## config.mk

```make
export PLATFORM = sky130hd
export DESIGN_NAME = draw_retirement_tracker
export DESIGN_NICKNAME = d
export VERILOG_FILES = /design/src/rtl/drt_pkg.sv /design/src/rtl/draw_retirement_tracker.sv
export SDC_FILE = /design/constraint.sdc
export NUM_CORES = 2
export LEC_CHECK = 0
export ABC_AREA = 1
export BUFFER_PORTS_ARGS = -buffer_cell sky130_fd_sc_hd__buf_2
export CORE_MARGIN = 2
export CORE_UTILIZATION = 35
export DETAILED_ROUTE_END_ITERATION = 8
export GPL_ROUTABILITY_DRIVEN = 0
export SLEW_MARGIN = 0
export SYNTH_ARGS = -nofsm -noshare
export SYNTH_HDL_FRONTEND = slang
export SYNTH_SLANG_ARGS = --single-unit
```

## constraint.sdc

```tcl
create_clock -name clk -period 13.11 [get_ports clk]
set_clock_uncertainty 0.2 [all_clocks]
set_input_delay 0.6555 -clock clk [delete_from_list [all_inputs] [get_ports clk]]
set_output_delay 0.6555 -clock clk [all_outputs]
set_load 0.05 [all_outputs]
```

## src/rtl/drt_pkg.sv

```systemverilog
// shared types and command codes for the draw retirement tracker
package drt_pkg;

	typedef logic [2:0]  cmd_t;
	typedef logic [31:0] draw_id_t;

	localparam cmd_t CMD_SUBMIT   = 3'd0;
	localparam cmd_t CMD_FE_DONE  = 3'd1;
	localparam cmd_t CMD_PROGRESS = 3'd2;
	localparam cmd_t CMD_RETIRE   = 3'd3;
	localparam cmd_t CMD_BUSY     = 3'd4;

	localparam draw_id_t ID_MAX = 32'hFFFF_FFFF;

	localparam int WCNT_W = 4;
	localparam int WIDX_W = 3;

endpackage

```

## src/rtl/draw_retirement_tracker.sv

```systemverilog
// in-order retirement ring for in-flight draws
//
//  channel   | ports                                            | handshake
//  ----------+--------------------------------------------------+-----------------------------
//  command   | command, draw_id, worker_index, worker_front_pos,| transfer on start && !busy
//            | worker_back_pos, read_dependency, write_dependency|
//  result    | retired_upto, assigned_id, draw_retired,         | one-cycle strobe on done,
//            | resource_busy, id_exhausted                      | always taken
//  config    | cfg_wr_en, cfg_wr_data (worker_count)            | written when cfg_wr_en high
//
// submit, front end done, progress, busy query and unknown commands need no walk: the result
// strobes in the next cycle and busy never rises, so a new command can follow back to back.
// retire walks k slots, k = 0..RING_DEPTH-1: the slot id memory delivers
// one entry per cycle and all active workers are compared against it in parallel; busy is high
// while the walk runs. the result strobes in the cycle after the walk ends.
// reset clears all control state at once; the slot id memory needs no clearing pass.
// the receiver cannot stall, so nothing ever waits on the result side.
module draw_retirement_tracker #(
	parameter int RING_DEPTH  = 16,
	parameter int MAX_WORKERS = 8
) (
	input  logic                        clk,
	input  logic                        arst_n,
	input  logic                        cfg_wr_en,
	input  logic [drt_pkg::WCNT_W-1:0]  cfg_wr_data,
	input  logic                        start,
	output logic                        busy,
	input  drt_pkg::cmd_t               command,
	input  drt_pkg::draw_id_t           draw_id,
	input  logic [drt_pkg::WIDX_W-1:0]  worker_index,
	input  drt_pkg::draw_id_t           worker_front_pos,
	input  drt_pkg::draw_id_t           worker_back_pos,
	input  drt_pkg::draw_id_t           read_dependency,
	input  drt_pkg::draw_id_t           write_dependency,
	output logic                        done,
	output drt_pkg::draw_id_t           retired_upto,
	output drt_pkg::draw_id_t           assigned_id,
	output logic                        draw_retired,
	output logic                        resource_busy,
	output logic                        id_exhausted
);
	import drt_pkg::*;

	localparam int SLOT_W = $clog2(RING_DEPTH);
	localparam int WI_W   = (MAX_WORKERS > 1) ? $clog2(MAX_WORKERS) : 1;

	localparam logic ST_IDLE = 1'b0;
	localparam logic ST_WALK = 1'b1;

	localparam logic [SLOT_W-1:0] SLOT_LAST = SLOT_W'(RING_DEPTH - 1);

	// slot id memory, one read port with registered data
	draw_id_t slot_id_mem [RING_DEPTH];
	draw_id_t slot_id_s1;

	// per-slot flags live in flops so reset clears them at once
	logic [RING_DEPTH-1:0] in_use_q;
	logic [RING_DEPTH-1:0] fe_done_q;

	draw_id_t wfront_q [MAX_WORKERS];
	draw_id_t wback_q  [MAX_WORKERS];

	logic [WCNT_W-1:0] wcount_q;
	draw_id_t          last_ret_q;
	draw_id_t          next_q;
	logic [SLOT_W-1:0] tail_q;      // next_q mod RING_DEPTH
	logic [SLOT_W-1:0] head_q;      // (last_ret_q + 1) mod RING_DEPTH
	logic [SLOT_W-1:0] steps_q;
	logic              state_q;
	draw_id_t          chk_id_q;    // draw id kept for the retire check

	// result register
	logic     done_q;
	draw_id_t res_ret_q;
	draw_id_t res_asg_q;
	logic     res_rchk_q;
	logic     res_busy_q;
	logic     res_exh_q;

	logic accept;
	assign accept = start && (state_q == ST_IDLE);

	function automatic logic [SLOT_W-1:0] slot_inc(input logic [SLOT_W-1:0] p);
		return (p == SLOT_LAST) ? '0 : p + 1'b1;
	endfunction

	// ---------------------------------------------------------------
	// front end done: slot of draw_id found from its distance behind next_q.
	// only the last RING_DEPTH submitted ids can still sit in their slot
	// ---------------------------------------------------------------
	draw_id_t          fe_diff;
	logic [SLOT_W:0]   fe_dist;
	logic [SLOT_W:0]   fe_tail_x;
	logic [SLOT_W:0]   fe_slot_x;
	logic [SLOT_W-1:0] fe_slot;
	logic              fe_window;

	always_comb begin
		fe_diff   = next_q - draw_id;
		fe_dist   = fe_diff[SLOT_W:0];
		fe_tail_x = {1'b0, tail_q};
		fe_window = (draw_id != '0) && (draw_id < next_q) &&
			(fe_diff <= 32'(RING_DEPTH));
		if (fe_tail_x >= fe_dist) begin
			fe_slot_x = fe_tail_x - fe_dist;
		end else begin
			fe_slot_x = fe_tail_x + (SLOT_W+1)'(RING_DEPTH) - fe_dist;
		end
		fe_slot = fe_slot_x[SLOT_W-1:0];
	end

	// ---------------------------------------------------------------
	// retire start: forced retirement of draws older than the ring
	// ---------------------------------------------------------------
	draw_id_t          start_ret;
	logic [SLOT_W-1:0] start_head;
	logic              start_stop;

	always_comb begin
		start_ret  = last_ret_q;
		start_head = head_q;
		if ((next_q >= 32'(RING_DEPTH)) && (next_q - 32'(RING_DEPTH) > last_ret_q)) begin
			start_ret  = next_q - 32'(RING_DEPTH);
			start_head = slot_inc(tail_q);
		end
		start_stop = (last_ret_q == next_q) || (start_ret == ID_MAX) ||
			(start_head == tail_q);
	end

	// ---------------------------------------------------------------
	// walk step: is the slot at head_q still busy
	// ---------------------------------------------------------------
	logic              worker_behind;
	logic              slot_busy;
	logic              step_stop;
	logic [SLOT_W-1:0] step_head;
	draw_id_t          step_ret;

	always_comb begin
		worker_behind = 1'b0;
		for (int i = 0; i < MAX_WORKERS; i++) begin
			if ((32'(i) < 32'(wcount_q)) &&
				((wfront_q[i] <= slot_id_s1) || (wback_q[i] <= slot_id_s1))) begin
				worker_behind = 1'b1;
			end
		end
		slot_busy = fe_done_q[head_q] ? worker_behind : in_use_q[head_q];
		step_head = slot_inc(head_q);
		step_ret  = last_ret_q + 1'b1;
		step_stop = slot_busy || (step_head == tail_q) || (steps_q == SLOT_LAST);
	end

	// read address for the slot id memory
	logic              rd_en;
	logic [SLOT_W-1:0] rd_addr;

	always_comb begin
		rd_en   = 1'b0;
		rd_addr = step_head;
		if (accept && (command == CMD_RETIRE) && !start_stop) begin
			rd_en   = 1'b1;
			rd_addr = start_head;
		end else if ((state_q == ST_WALK) && !step_stop) begin
			rd_en   = 1'b1;
			rd_addr = step_head;
		end
	end

	logic sub_ok;
	assign sub_ok = accept && (command == CMD_SUBMIT) && (next_q != ID_MAX);

	always_ff @(posedge clk) begin
		if (sub_ok) begin
			slot_id_mem[tail_q] <= next_q;
		end
		if (rd_en) begin
			slot_id_s1 <= slot_id_mem[rd_addr];
		end
	end

	// ---------------------------------------------------------------
	// control state
	// ---------------------------------------------------------------
	always_ff @(posedge clk or negedge arst_n) begin
		if (!arst_n) begin
			wcount_q   <= WCNT_W'(1);
			in_use_q   <= '0;
			fe_done_q  <= '0;
			last_ret_q <= '0;
			next_q     <= 32'd1;
			tail_q     <= SLOT_W'(1);
			head_q     <= SLOT_W'(1);
			steps_q    <= '0;
			state_q    <= ST_IDLE;
			for (int i = 0; i < MAX_WORKERS; i++) begin
				wfront_q[i] <= '0;
				wback_q[i]  <= '0;
			end
		end else begin
			if (cfg_wr_en) begin
				wcount_q <= cfg_wr_data;
			end
			if (accept) begin
				case (command)
					CMD_SUBMIT: begin
						if (next_q != ID_MAX) begin
							in_use_q[tail_q]  <= 1'b1;
							fe_done_q[tail_q] <= 1'b0;
							next_q            <= next_q + 1'b1;
							tail_q            <= slot_inc(tail_q);
						end
					end
					CMD_FE_DONE: begin
						if (fe_window && in_use_q[fe_slot]) begin
							fe_done_q[fe_slot] <= 1'b1;
						end
					end
					CMD_PROGRESS: begin
						if (32'(worker_index) < 32'(MAX_WORKERS)) begin
							wfront_q[WI_W'(worker_index)] <= worker_front_pos;
							wback_q[WI_W'(worker_index)]  <= worker_back_pos;
						end
					end
					CMD_RETIRE: begin
						last_ret_q <= start_ret;
						head_q     <= start_head;
						steps_q    <= '0;
						if (!start_stop) begin
							state_q <= ST_WALK;
						end
					end
					default: ;
				endcase
			end else if (state_q == ST_WALK) begin
				if (!slot_busy) begin
					if (fe_done_q[head_q]) begin
						in_use_q[head_q] <= 1'b0;
					end
					last_ret_q <= step_ret;
					head_q     <= step_head;
					steps_q    <= steps_q + 1'b1;
				end
				if (step_stop) begin
					state_q <= ST_IDLE;
				end
			end
		end
	end

	// ---------------------------------------------------------------
	// result register
	// ---------------------------------------------------------------
	logic res_load;
	assign res_load = (accept && ((command != CMD_RETIRE) || start_stop)) ||
		((state_q == ST_WALK) && step_stop);

	always_ff @(posedge clk or negedge arst_n) begin
		if (!arst_n) begin
			done_q <= 1'b0;
		end else begin
			done_q <= res_load;
		end
	end

	draw_id_t dep_max;
	assign dep_max = (read_dependency > write_dependency) ? read_dependency : write_dependency;

	always_ff @(posedge clk) begin
		if (accept) begin
			chk_id_q <= draw_id;
		end
		if (accept) begin
			res_ret_q  <= last_ret_q;
			res_asg_q  <= '0;
			res_rchk_q <= 1'b0;
			res_busy_q <= 1'b0;
			res_exh_q  <= 1'b0;
			case (command)
				CMD_SUBMIT: begin
					if (next_q == ID_MAX) begin
						res_exh_q <= 1'b1;
					end else begin
						res_asg_q <= next_q;
					end
				end
				CMD_RETIRE: begin
					res_ret_q  <= start_ret;
					res_rchk_q <= (draw_id <= start_ret);
				end
				CMD_BUSY: begin
					res_busy_q <= (dep_max > last_ret_q);
				end
				default: ;
			endcase
		end else if (state_q == ST_WALK) begin
			res_asg_q  <= '0;
			res_busy_q <= 1'b0;
			res_exh_q  <= 1'b0;
			if (slot_busy) begin
				res_ret_q  <= last_ret_q;
				res_rchk_q <= (chk_id_q <= last_ret_q);
			end else begin
				res_ret_q  <= step_ret;
				res_rchk_q <= (chk_id_q <= step_ret);
			end
		end
	end

	assign busy          = (state_q == ST_WALK);
	assign done          = done_q;
	assign retired_upto  = res_ret_q;
	assign assigned_id   = res_asg_q;
	assign draw_retired  = res_rchk_q;
	assign resource_busy = res_busy_q;
	assign id_exhausted  = res_exh_q;

	// ---------------------------------------------------------------
	// assertions
	// ---------------------------------------------------------------
	a_retired_below_next: assert property (@(posedge clk) disable iff (!arst_n)
		last_ret_q < next_q)
		else $error("last retired id reached next draw id");

	a_retired_monotonic: assert property (@(posedge clk) disable iff (!arst_n)
		1'b1 |=> (last_ret_q >= $past(last_ret_q)))
		else $error("last retired id moved backward");

	a_short_cmd_result: assert property (@(posedge clk) disable iff (!arst_n)
		(accept && (command != CMD_RETIRE)) |=> done_q)
		else $error("single-cycle command gave no result");

	a_walk_not_at_tail: assert property (@(posedge clk) disable iff (!arst_n)
		(state_q == ST_WALK) |-> (head_q != tail_q))
		else $error("retire walk reached the submit slot");

	a_no_result_while_walking: assert property (@(posedge clk) disable iff (!arst_n)
		((state_q == ST_WALK) && !step_stop) |=> !done_q)
		else $error("result strobed in the middle of a retire walk");

endmodule

```

; ---- Word level (Yosys, flattened, before mapping)
; Memory sizes are Yosys's and may differ from the RTL's. A register that Yosys moved wholly into a read port is not among the register bits.
; Index checks and enable logic that the tools add are counted.
; Widths: inputs -> output; s select.
[classes]
mux = 76
eq_ne = 21
addsub = 10
reduce_logical = 51
n_lt_le_gt_ge = 42
bitwise = 8
[op_table]
columns = cell, n
row1 = $le 32x32->1, 19
row2 = $bwmux 256, 2
row3 = $mux 32, 11
row4 = $mux 16, 8
row5 = $demux 32 s3, 1
row6 = $gt 32x32->1, 3
row7 = $add 32x1->32 const B, 2
row8 = $eq 32x32->1 const B, 2
row9 = $mux 4, 13
row10 = $mux 1, 34
row11 = $and 16x16->16, 2
row12 = $eq 32x32->1, 1
row13 = $ge 32x5->1 const B, 1
row14 = $le 32x5->1 const B, 1
row15 = $lt 32x32->1, 1
row16 = $ne 32x32->1 const B, 1
row17 = $not 16->16, 2
row18 = $or 16x16->16, 2
row19 = $pmux 16 s2, 1
row20 = $reduce_bool 32->1, 1
row21 = $sub 32x32->32, 1
row22 = $sub 32x5->32 const B, 1
row23 = $logic_and 1x1->1, 24
row24 = $add 4x1->4 const B, 4
row25 = 29 further kinds, 70
[word_totals]
out_inout_bits = 69
elab_cells = 241
reg_bits = 725
in_bits = 174
memories = 1
ram_bits = 512
[memory_table]
columns = memory, depth, width, read_ports, rd_ports_with_merged_regs, wr, line_no
row1 = slot_id_mem, 16, 32, 1, 1, 1, draw_retirement_tracker.sv:53  ; draw_id_t slot_id_mem [RING_DEPTH];

; ---- Logic depth before layout (Yosys ltp)
[logic_depth]
ltp_word = 18
ltp_mapped = 35
mapped_depth_nobuf = 32

; ---- Worst setup path before layout
; No wires, ideal clock.
[synth_path]
path_kind = register to register
from = register next_q[4]
to = register slot_id_s1[0], read port of slot_id_mem (enable)
arrival_time_ns = 5.031
n_path_buf = 1
t_required_ns = 12.489
slack_ns = 7.458
synth_period_minus_slack_ns = 5.652
path_stages_with_launch = 26
path_cell_list = dfrtp_1 > clkinv_1 > ha_1 > nand2_2 > nor2_1 > nand4_1 > xor2_1 > inv_1 > ha_1 > nand2_1 > nor2_1 > nand2_1 > nor2_1 > nand3_1 > nor2_1 > nor2_8 > buf_2 > nand3_1 > nand3_1 > nand2_1 > nor2_1 > a21oi_4 > nand2_1 > o21ai_0 > nand2_1 > nor2_1
[synth_via]
elab_chain_len = 10
word_cells_on_any_way = 15
cone_classes = 1 x add/sub / 2 x order compare / 3 x eq/ne / 4 x mux / 5 x reduce/logical
[synth_lines]
columns = element, line_no
row1 = from (decl), draw_retirement_tracker.sv:65  ; draw_id_t next_q;
row2 = from (signal assigned), draw_retirement_tracker.sv:209  ; next_q <= next_q + 1'b1;
row3 = $sub 32x5->32, "draw_retirement_tracker.sv:122, draw_retirement_tracker.sv:123"
row4 = $gt 32x32->1, draw_retirement_tracker.sv:122  ; if ((next_q >= 32'(RING_DEPTH)) && (next_q - 32'(RING_DEPTH) > last_ret_q)) begin
row5 = $logic_and 1x1->1, draw_retirement_tracker.sv:122
row6 = $mux 32, draw_retirement_tracker.sv:122
row7 = $eq 32x32->1, draw_retirement_tracker.sv:126  ; start_stop = (last_ret_q == next_q) || (start_ret == ID_MAX) ||
row8 = $logic_or 1x1->1, draw_retirement_tracker.sv:126
row9 = $logic_or 1x1->1 *, draw_retirement_tracker.sv:126
row10 = $logic_not 1->1 *, n/a
row11 = $logic_and 1x1->1 *, draw_retirement_tracker.sv:160  ; if (accept && (command == CMD_RETIRE) && !start_stop) begin
row12 = $mux 1 *, draw_retirement_tracker.sv:160
row13 = net rd_en, draw_retirement_tracker.sv:154  ; logic rd_en;
row14 = to (decl), draw_retirement_tracker.sv:54  ; draw_id_t slot_id_s1;
; The timed path passes the listed nets; every way through them passes the cells marked *.
; A chain may end at the register's enable or synchronous reset.

; ---- Final worst setup path
[layout_path]
from = register next_q[4]
to = register slot_id_s1[23], read port of slot_id_mem (data pin)
[layout_via]
elab_chain_len = 10
word_cells_on_any_way = 15
cone_classes = 1 x add/sub / 2 x order compare / 3 x eq/ne / 4 x mux / 5 x reduce/logical
[layout_lines]
columns = element, line_no
row1 = $sub 32x5->32, "draw_retirement_tracker.sv:122, draw_retirement_tracker.sv:123"
row2 = $gt 32x32->1, draw_retirement_tracker.sv:122
row3 = $logic_and 1x1->1, draw_retirement_tracker.sv:122
row4 = $mux 32, draw_retirement_tracker.sv:122
row5 = $eq 32x32->1, draw_retirement_tracker.sv:126
row6 = $logic_or 1x1->1 (2 in a row), draw_retirement_tracker.sv:126
row7 = $logic_not 1->1, n/a
row8 = $logic_and 1x1->1, draw_retirement_tracker.sv:160
row9 = $mux 4 / $mux 1 (equally long branches), draw_retirement_tracker.sv:160
; Parallel ways exist; a longest one is shown, timed or not.

==> results.py <==
metrics = {
    "layout": {
        "final_common_cell": "nand2_1",
        "synthToLayoutAreaGrowth_pct": 12.54,
        "nFillCells": 20440,
        "final_cell_mix": "nand2_1 (1834), inv_1 (997), nand3_1 (764), ha_1 (753), o21ai_0 (739)",
        "fin_util_pct": 39.59,
        "fin_nets": 9312,
        "drive_gt1_share_pct": 7.342,
    },
    "setup_path": {
        "r2r_cells": 31,
        "critPathSlowestCell": "buf_4",
        "end_kind": "register",
        "crit_type": "reg2reg",
        "startpoint_type": "register",
        "cp.arrival_ns": 8.72,
        "required_ns": 13.44,
        "r2r-start": "next_q[4]$_DFFE_PN0P_",
        "max_stage_delay_ns": 0.90,
        "r2r_end": "slot_id_s1[23]$_DFFE_PP_",
        "r2r_slack_ns": 4.72,
        "path_max_fanout": 114,
    },
    "floorplan": {
        "die-area_mm2": 0.2116,
        "start_util_pct": 35.18,
        "io_pins": 243,
        "core_mm2": 0.2069,
        "row_count": 167,
        "dieHeight_um": 460.0,
        "die_w_um": 460.0,
    },
    "routing": {
        "post_drt_wl_per_cell_um": 21.25,
        "wirelength_mm": 238.2,
        "ant_nets": 0,
        "drc": 0,
        "first_iter_violations": 5755,
        "via_per_inst": 5.400,
        "drtPass1Iterations": 6,
        "dr_total_vias": 60530,
    },
    "placed_design": {
        "dp_hpwl_mm": 160.8,
        "port_buffers": 242,
    },
    "timing": {
        "setup_tns_ns": 0,
        "hold_viol_final": 0,
        "setup_viol": 0,
        "fmax_mhz": 119.2,
        "tightest_slew_ns": 1.294,
        "whs_ns": 0.05606,
        "slew_violations": 0,
        "fin_crit_ns": 8.391,
        "relSlewSlack_pct": 13.07,
        "min_period_over_period_pct": 64.01,
        "rsz0062_at_grt": "no",
    },
    "hold_path": {
        "worstHoldPathType": "in2reg",
        "min_path_cells": 1,
        "min_to": "chk_id_q[12]$_DFFE_PP_",
        "worstHoldStart": "draw_id[12]",
    },
    "job": {
        "drv_cap": 0,
    },
    "power_and_ir_drop": {
        "leakage_nw": 38.15,
        "powerDensity_mw_per_mm2": 195.6,
        "ir_drop_mv": 0.2091,
    },
    "clock_tree": {
        "cts_max_level": 4,
        "cts_buffer_depth": 3,
        "numCtsBuffers": 142,
        "cts_root_buffer": "clkbuf_16",
        "clock_sinks": 1269,
        "clkTransAtPathRegs_ns": 0.06,
        "clock_latency_ns": 0.80,
        "cts_setup_buffers": 0,
        "cts_tree": "built",
    },
    "synthesis": {
        "avgSynthCellArea_um2": 8.886,
        "synth-main-ff-cell": "edfxtp_1",
        "netlist_area_mm2": 0.07278,
        "synthArstFlopShare_pct": 49.33,
        "synth_cells": 8190,
        "synth_edf_count": 643,
        "synth_cell_types": 63,
        "ys_seq_area_share_pct": 48.06,
        "yosys_warnings": 0,
        "synth_nets": 9119,
        "ys_ff_latch": 1269,
    },
    "grt": {
        "grt-ovfl-total": 0,
        "grt_pass1_vias": 58410,
        "grt_max_degree": 159,
        "track_usage_pct": 22.17,
        "grt_pass1_wl_mm": 360.2,
        "grt_antenna_before_repair": 15,
    },
    "outcome": {
        "run_status": "finished clean",
    },
}
[cell type report]
| type | count | area [µm²] | area share, % |
|---|---|---|---|
| antenna | 7 | 17.52 | 0.02139 |
| clock buffer | 196 | 4023 | 4.912 |
| clock inverter | 64 | 543.0 | 0.6630 |
| inverter | 1006 | 3779 | 4.614 |
| multi-input combinational | 5588 | 32840 | 40.09 |
| sequential | 1269 | 34980 | 42.71 |
| tap | 2704 | 3383 | 4.131 |
| timing repair buffer | 376 | 2340 | 2.857 |
[metrics by stage]
stage                     area (µm²)  worst slack, ns  cells  power [W]
after floorplan                72780            7.458   8190   0.009819
after global placement         76970            5.099  10910    0.01185
after detailed placement       76970            4.968  10910    0.01204
after CTS                      81880            4.972  11200    0.01603
after global routing           81890            4.201  11210    0.01708
final                          81900            4.719  11210    0.01602
[power breakdown]
| group | leakage [nW] | switching, W | internal [W] |
|---|---|---|---|
| Clock | 2.22 | 0.00172 | 0.00224 |
| Combinational | 22.1 | 0.00468 | 0.00203 |
| Sequential | 13.9 | 0.000511 | 0.00484 |
| Total | 38.2 | 0.00691 | 0.00911 |
[kinds of logic after synthesis]
kind of cell,Yosys count,synth area share (%)
simple gates,3364,20.23
compound gates,1365,10.24
buf+inv,1333,7.212
flops,1269,48.06
fa+ha+maj,755,13.00
xor+xnor,103,1.240
mux,1,0.01547
[flip-flops by register name, indices dropped and copies added, names as in the netlist, 4 cells and up]
| name | flops |
|---|---|
| chk_id_q | 32 |
| in_use_q | 16 |
| slot_id_mem | 512 |
| last_ret_q | 32 |
| slot_id_s1 | 32 |
| wfront_q | 256 |
| next_q | 32 |
| tail_q | 4 |
| wback_q | 256 |
| head_q | 4 |
| assigned_id | 32 |
| fe_done_q | 16 |
| wcount_q | 4 |
| steps_q | 4 |
| retired_upto | 32 |
[critical path: cells and delay by family (launching register included)]
| family | cells | cell delay (ns) |
|---|---|---|
| adder cells (fa/ha/maj) | 2 | 0.68 |
| AO/OA/AOI/OAI | 1 | 0.37 |
| XOR/XNOR | 1 | 0.22 |
| buffers and inverters | 3 | 1.40 |
| AND/OR/NAND/NOR | 24 | 4.29 |
| flip-flops | 1 | 0.75 |
[per-layer routing]
metal	vias up	GRT usage [%]	wire length (µm)
li1	28270	-	-
met2	2564	35.80	108600
met5	-	0	27
met1	29090	29.15	100000
met3	607	3.537	17860
met4	4	10.09	11770
[how the worst max path moves through the flow]
stage	depth (start not counted)	start	slack (ns)	to
floorplan	25	next_q[4]$_DFFE_PN0P_	7.46	slot_id_s1[0]$_DFFE_PP_
global placement	32	next_q[4]$_DFFE_PN0P_	5.10	slot_id_s1[23]$_DFFE_PP_
detailed placement	31	next_q[4]$_DFFE_PN0P_	4.97	slot_id_s1[23]$_DFFE_PP_
CTS	31	next_q[4]$_DFFE_PN0P_	4.97	slot_id_s1[21]$_DFFE_PP_
global route	32	next_q[4]$_DFFE_PN0P_	4.20	slot_id_s1[27]$_DFFE_PP_
finish	31	next_q[4]$_DFFE_PN0P_	4.72	slot_id_s1[23]$_DFFE_PP_
[synthesized netlist by cell type, types with 27 or more instances]
library cell | count | area (µm²)
nor2_1 | 365 | 1370
nand3_1 | 770 | 3854
o21ai_0 | 739 | 3699
edfxtp_1 | 643 | 19310
o2111ai_1 | 37 | 324.1
clkbuf_1 | 202 | 758.2
nand2_1 | 1835 | 6888
ha_1 | 753 | 9422
nand4_1 | 146 | 913.4
buf_4 | 28 | 210.2
a211oi_1 | 27 | 202.7
inv_1 | 999 | 3750
dfrtp_1 | 622 | 15560
nand3b_1 | 108 | 810.8
buf_2 | 82 | 410.4
nor4_1 | 35 | 219.0
a21oi_1 | 398 | 1992
xor2_1 | 95 | 832.1
nor3_1 | 70 | 350.3
[repair_timing]
action,4_1_cts,5_1_grt
hold buffers,35,0
resized for setup,0,0
endpoints found under the hold margin,139,0
Note: power is estimated with default switching activity, not from simulation.
